===== config.mk =====
export PLATFORM = sky130hd
export DESIGN_NAME = pci_config_space_emulator
export DESIGN_NICKNAME = d
export VERILOG_FILES = /design/src/hw/rtl/pcicfg_pkg.sv /design/src/hw/rtl/pci_config_space_emulator.sv
export SDC_FILE = /design/constraint.sdc
export NUM_CORES = 2
export LEC_CHECK = 0
export ABC_CLOCK_PERIOD_IN_PS = 6800
export BUFFER_PORTS_ARGS = -buffer_cell sky130_fd_sc_hd__buf_2
export CAP_MARGIN = 0
export CORE_MARGIN = 4
export CORE_UTILIZATION = 37
export DETAILED_ROUTE_END_ITERATION = 10
export SLEW_MARGIN = 40
export SYNTH_ARGS = -nofsm -noshare
export SYNTH_HDL_FRONTEND = slang
export SYNTH_SLANG_ARGS = --single-unit

===== constraint.sdc =====
create_clock -name clk_i -period 6.8 [get_ports clk_i]
set_clock_uncertainty 0.2 [all_clocks]
set_input_delay 1.36 -clock clk_i [delete_from_list [all_inputs] [get_ports clk_i]]
set_output_delay 1.36 -clock clk_i [all_outputs]
set_load 0.05 [all_outputs]

===== src/hw/rtl/pcicfg_pkg.sv =====
// Package for the PCI configuration space emulator.
// Holds widths, header constants and the reset image of the word store.
// No dependencies.
package pcicfg_pkg;

  localparam int unsigned StoreWordsDef = 64;
  localparam int unsigned IdxW          = 6;   // register index, address bits 7..2
  localparam int unsigned DataW         = 32;

  localparam logic [0:0] OpRead  = 1'b0;
  localparam logic [0:0] OpWrite = 1'b1;

  localparam logic [1:0] SizeByte = 2'd0;
  localparam logic [1:0] SizeHalf = 2'd1;

  localparam logic [1:0] CfgBus  = 2'd0;
  localparam logic [1:0] CfgDev  = 2'd1;
  localparam logic [1:0] CfgFunc = 2'd2;

  localparam logic [DataW-1:0] FillWord  = 32'hBADC_0FFE;
  localparam logic [DataW-1:0] HdrWord0  = 32'hBEEF_F00D;
  localparam logic [DataW-1:0] HdrWord1  = 32'h0010_0001;
  localparam logic [DataW-1:0] HdrWord2  = 32'hFF00_0000;
  localparam logic [DataW-1:0] HdrWord13 = 32'h0000_0050;
  localparam logic [DataW-1:0] HdrWord20 = 32'h0001_0005;

  // Value a word holds until first written
  function automatic logic [DataW-1:0] reset_word(input logic [IdxW-1:0] idx);
    logic [DataW-1:0] w;
    w = FillWord;
    priority if (idx == 6'd0)  w = HdrWord0;
    else if (idx == 6'd1)      w = HdrWord1;
    else if (idx == 6'd2)      w = HdrWord2;
    else if (idx <= 6'd12)     w = '0;
    else if (idx == 6'd13)     w = HdrWord13;
    else if (idx <= 6'd15)     w = '0;
    else if (idx == 6'd20)     w = HdrWord20;
    else if (idx >= 6'd21 && idx <= 6'd24) w = '0;
    else                       w = FillWord;
    return w;
  endfunction

endpackage


===== src/hw/rtl/pci_config_space_emulator.sv =====
// Top level of the PCI configuration space emulator (CF8/CFC mechanism).
// Depends on pcicfg_pkg; holds the word store and its read-modify-write path.
//
// One data-port request runs as follows: start is taken when busy is low, the
// store is read at that edge, the next cycle (busy high) merges and writes the
// word back, and done strobes the result for one cycle after that. A new request
// can be taken in the cycle done is high but not while busy is high, since the
// registered read of the store is followed by its write-back. The result must be
// taken when done is high; it is not held. The store needs no clearing pass after
// reset: a valid bit per word marks written words; the others read their header
// value. Bus/device/function writes are taken at any time but are meant for an
// idle block.
module pci_config_space_emulator
  import pcicfg_pkg::*;
#(
  parameter int unsigned StoreWords = StoreWordsDef
) (
  input  logic             clk_i,
  input  logic             rst_ni,
  input  logic             cfg_valid_i,
  output logic             cfg_ready_o,
  input  logic [1:0]       cfg_index_i,
  input  logic [7:0]       cfg_wdata_i,
  input  logic             start_i,
  output logic             busy_o,
  input  logic             op_i,
  input  logic [31:0]      config_address_i,
  input  logic [1:0]       port_offset_i,
  input  logic [1:0]       access_size_i,
  input  logic [31:0]      write_data_i,
  output logic             done_o,
  output logic [31:0]      read_data_o,
  output logic             emulated_o
);

  localparam int unsigned AddrW = (StoreWords > 1) ? $clog2(StoreWords) : 1;

  // configuration registers
  logic [7:0] bus_q;
  logic [4:0] dev_q;
  logic [2:0] func_q;

  assign cfg_ready_o = 1'b1;

  always_ff @(posedge clk_i or negedge rst_ni) begin
    if (!rst_ni) begin
      bus_q  <= '0;
      dev_q  <= '0;
      func_q <= '0;
    end else if (cfg_valid_i && cfg_ready_o) begin
      unique case (cfg_index_i)
        CfgBus:  bus_q  <= cfg_wdata_i;
        CfgDev:  dev_q  <= cfg_wdata_i[4:0];
        CfgFunc: func_q <= cfg_wdata_i[2:0];
        default: ;
      endcase
    end
  end

  // request capture
  logic             accept;
  logic             busy_q;
  logic             op_q;
  logic [23:0]      addr_hi_q;
  logic [IdxW-1:0]  idx_q;
  logic [1:0]       offset_q;
  logic [1:0]       size_q;
  logic [31:0]      wdata_q;
  logic [IdxW-1:0]  idx_in;

  assign accept = start_i && !busy_q;
  assign busy_o = busy_q;
  assign idx_in = config_address_i[7:2];

  always_ff @(posedge clk_i or negedge rst_ni) begin
    if (!rst_ni) begin
      busy_q <= 1'b0;
    end else begin
      busy_q <= accept;
    end
  end

  always_ff @(posedge clk_i) begin
    if (accept) begin
      op_q      <= op_i;
      addr_hi_q <= config_address_i[31:8];
      idx_q     <= idx_in;
      offset_q  <= port_offset_i;
      size_q    <= access_size_i;
      wdata_q   <= write_data_i;
    end
  end

  // word store, registered read at accept, write-back in the busy cycle
  logic [31:0]           mem [StoreWords];
  logic [31:0]           rd_q;
  logic [StoreWords-1:0] valid_q;
  logic                  wr_en;
  logic [31:0]           wr_word;

  always_ff @(posedge clk_i) begin
    if (accept) begin
      rd_q <= mem[idx_in[AddrW-1:0]];
    end
    if (wr_en) begin
      mem[idx_q[AddrW-1:0]] <= wr_word;
    end
  end

  always_ff @(posedge clk_i or negedge rst_ni) begin
    if (!rst_ni) begin
      valid_q <= '0;
    end else if (wr_en) begin
      valid_q[idx_q[AddrW-1:0]] <= 1'b1;
    end
  end

  // modify stage
  logic [23:0] base;
  logic        match;
  logic        in_range;
  logic [31:0] old_word;
  logic [31:0] shifted;
  logic [31:0] rdata_d;
  logic        emu_d;

  assign base     = {8'h80, bus_q, dev_q, func_q};
  assign match    = (addr_hi_q == base);
  assign in_range = ({1'b0, idx_q} < (IdxW + 1)'(StoreWords));

  always_comb begin
    old_word = FillWord;
    if (in_range) begin
      old_word = valid_q[idx_q[AddrW-1:0]] ? rd_q : reset_word(idx_q);
    end
  end

  assign shifted = old_word >> {offset_q, 3'b000};

  always_comb begin
    rdata_d = '0;
    emu_d   = 1'b0;
    wr_word = wdata_q;
    wr_en   = 1'b0;
    if (op_q == OpRead) begin
      if (match) begin
        emu_d = 1'b1;
        unique case (size_q)
          SizeByte: rdata_d = {24'h0, shifted[7:0]};
          SizeHalf: rdata_d = {16'h0, shifted[15:0]};
          default:  rdata_d = shifted;
        endcase
      end
    end else if (match && offset_q == 2'd0) begin
      emu_d = 1'b1;
      unique case (size_q)
        SizeByte: wr_word = {old_word[31:8], wdata_q[7:0]};
        SizeHalf: wr_word = {old_word[31:16], wdata_q[15:0]};
        default:  wr_word = wdata_q;
      endcase
      wr_en = busy_q && in_range;  // out-of-range writes are dropped
    end
  end

  // result register
  logic        done_q;
  logic [31:0] rdata_q;
  logic        emu_q;

  always_ff @(posedge clk_i or negedge rst_ni) begin
    if (!rst_ni) begin
      done_q <= 1'b0;
    end else begin
      done_q <= busy_q;
    end
  end

  always_ff @(posedge clk_i) begin
    if (busy_q) begin
      rdata_q <= rdata_d;
      emu_q   <= emu_d;
    end
  end

  assign done_o      = done_q;
  assign read_data_o = rdata_q;
  assign emulated_o  = emu_q;

  // checks
  a_done_after_busy: assert property (@(posedge clk_i) disable iff (!rst_ni)
    done_o |-> $past(busy_o)) else $error("result without a busy cycle");

  a_accept_busy: assert property (@(posedge clk_i) disable iff (!rst_ni)
    (start_i && !busy_o) |=> (busy_o && !done_o)) else $error("request not taken up");

  a_busy_single: assert property (@(posedge clk_i) disable iff (!rst_ni)
    busy_o |=> (!busy_o && done_o)) else $error("busy longer than one cycle");

  a_fwd_zero: assert property (@(posedge clk_i) disable iff (!rst_ni)
    (done_o && !emulated_o) |-> (read_data_o == '0)) else $error("forwarded request with data");

endmodule


==> metrics <==
CTS H-Tree Depth=4; Post-synth EDFFs=2180; CP most frequent cell=buf_4; FP Rows=177; Worst R2R Setup Slack=2.19 ns; Crit Path Max Fanout=48; fraction of registers with async set/reset=0.0363; Slew Limit Fails=0; Core Region=233000 sq um; Logic pwr share=0.050; Filler Cell Count=19700; GRT Resource Usage Total=0.176; 1st-pass router iterations=7; cell taking the most area after synthesis=edfxtp_1; Crit path arrival time=4.96 ns; sequential-to-total area share from yosys stat=0.778; die area=242000 sq um; Remaining DRCs=0; Worst R2R End=mem[41][30]$_DFFE_PP_; Syn. warnings=0; first-pass GRT wire length=310000 um; Hold Path Class=input pin to async pin; worst path cell trace=buf_4 > inv_1 > nand3_1 > nor4_1 > nand2b_2 > buf_4 > o21ai_4 > buf_4; Slowest Stage Delay on Critical Path=0.71 ns; detailed-placement wirelength estimate=125000 um; max cap viols=0; Worst Path Required=7.15 ns; most frequent cells after synthesis=edfxtp_1, mux4_2, clkbuf_1; Initial Util=0.373; CTS tree=yes; reg2reg start=offset_q[0]$_DFFE_PP_; post-DR vias/cell=5.58; Clock Pin Slew Worst Setup and Hold Paths=0.06 ns; 1st-iter DRT viols=4463; WL/cell=29.5 um; Vias=40900; sum of negative setup slack=0 ns; CP max-delay cell=nor4_1; Setup WS pre-CTS=1.92 ns; Die Width=492 um; Mean Syn Cell Area=23.7 sq um; Clk pwr share=0.414; status=complete, no violations; CP delay by family, top=buffers and inverters; syn_nets=3743; WL final=216000 um; Slew Limit Headroom=0.376; Max Freq=217 MHz; Slew @ Worst Pin=0.927 ns; root buf cell=clkbuf_16; Layout Nets=4085; WS Path Type=register to register; Die Height=492 um; ranking of synthesized cells by area=edfxtp_1, mux4_2, dfrtp_1; Pint=22.6 mW; R2R depth=8; GPL Wtd Cong=0.870; Num CTS Buffers=226; fin util=0.431; Seq cells post-synth=2262; Post-Synthesis Cells=3660; worst skew pair latency=0.85 ns; Max VDD drop=0.268 mV; ys flop type=edfxtp_1; static leakage=31.4 nW; Power per Cell Area=286 nW/um^2; # setup viols final=0; # port buffers=115; Pwr Total=28.7 mW; area share of the largest cell type after synthesis=0.754; Post-CTS Resized=0; sw frac=0.211; hold slack=0.171 ns; post-route cell area=101000 sq um; GR Overflow Total=0; fin cells=7329; CP Depth=8; initial antenna violation count=14; Hold-fix buffers, CTS=0; Synth cell types=65; ANT nets after route=0; Final min period=4.61 ns; layout cell share with drive strength beyond 1=0.342; largest net degree at the start of global routing=73; sequential share of power=0.537; sw power=6.07 mW; CTS sink cnt=2262; IO Count=119; critical path endpoint category=register; post-layout worst setup margin=2.19 ns; Startpoint Class=register; Layout area overhead=15.8%; mapped cell area=86800 sq um; count leader, synth=edfxtp_1; Post-CTS Setup Bufs=0; placed instance area=93400 sq um; vias in the first global route=41000; period utilization=0.678; clock buffer depth=3; unrepaired setup endpoints after global routing=false; CP Buf/Inv Count=4; Final Hold Vio Count=0; placed cell count=6904
per-layer routing:
metal  global-route usage  part of all wire  wire length (um)
met5                    0          0.000060                13
met3               0.0283             0.066             14400
met2                0.281              0.48            104000
met4               0.0393             0.021              4430
met1                0.257              0.43             92700
worst register-to-register path: stages, from the launching register on:
cell	delay (ns)
edfxtp_1	0.38
buf_4	0.26
inv_1	0.54
nand3_1	0.45
nor4_1	0.71
nand2b_2	0.31
buf_4	0.37
o21ai_4	0.51
buf_4	0.52
layout make-up:
type	count	area [sq um]	share of cell area
Sequential cell	2262	67500	0.672
Multi-Input combinational cell	1184	19200	0.191
Clock buffer	310	6210	0.0618
Tap cell	3132	3920	0.0390
Timing Repair Buffer	322	2830	0.0282
Clock inverter	107	828	0.00824
Inverter	6	22.5	0.000224
Antenna cell	6	15.0	0.000149
power by group through the flow:
stage / clock [mW] / combinational [mW] / sequential [mW]
2_1_floorplan: 0 / 0.831 / 15.8
3_3_place_gp: 0 / 1.41 / 15.7
3_5_place_dp: 0 / 1.44 / 15.7
4_1_cts: 12.1 / 1.44 / 15.4
5_1_grt: 12.7 / 1.52 / 15.4
6_report: 11.9 / 1.43 / 15.4
worst max path at each step:
stage,from,end,slack (ns)
2_1_floorplan,start_i,busy_o$_DFF_PN0_,0.32
3_3_place_gp,idx_q[0]$_DFFE_PP_,mem[38][25]$_DFFE_PP_,1.65
3_5_place_dp,config_address_i[2],rd_q[26]$_DFFE_PP_,1.92
4_1_cts,idx_q[0]$_DFFE_PP_,mem[62][25]$_DFFE_PP_,1.99
5_1_grt,idx_q[0]$_DFFE_PP_,mem[63][30]$_DFFE_PP_,1.95
6_report,offset_q[0]$_DFFE_PP_,mem[41][30]$_DFFE_PP_,2.19
cell usage in the layout (no fill, tap or decap), types with 11 or more instances in the layout:
cell / instances
edfxtp_1: 2180
mux4_2: 671
clkbuf_16: 232
buf_4: 156
buf_2: 109
dfrtp_1: 82
clkbuf_1: 67
o21bai_1: 64
nor2_4: 63
nand2_1: 53
clkinv_1: 52
clkinv_2: 31
mux2_2: 29
nor2_1: 28
mux2i_1: 26
o21ai_0: 23
a21oi_1: 22
o21ai_4: 21
buf_8: 19
buf_12: 18
nand3_1: 16
buf_16: 15
xor2_1: 14
nor3_1: 14
clkbuf_8: 12
o221ai_1: 11
state kept, by name, summed over array words and instances, names as in the netlist:
| name | cells |
|---|---|
| op_q | 1 |
| emulated_o | 1 |
| dev_q | 5 |
| busy_o | 1 |
| addr_hi_q | 24 |
| done_o | 1 |
| rd_q | 32 |
| bus_q | 8 |
| mem | 2048 |
| read_data_o | 32 |
| offset_q | 2 |
| idx_q | 6 |
| valid_q | 64 |
| wdata_q | 32 |
| func_q | 3 |
| size_q | 2 |
cells by family (layout without fill, tap and decap cells):
logic type	count (synthesis)	in the layout	synth area share
XOR/XNOR	16	16	0.00161
other	1	7	0.0000432
multiplexers	727	727	0.181
buffers and inverters	214	745	0.0103
AND/OR/NAND/NOR	239	239	0.0132
AO/OA/AOI/OAI	201	201	0.0160
flip-flops	2262	2262	0.778
(Power assumes the default switching activity.)
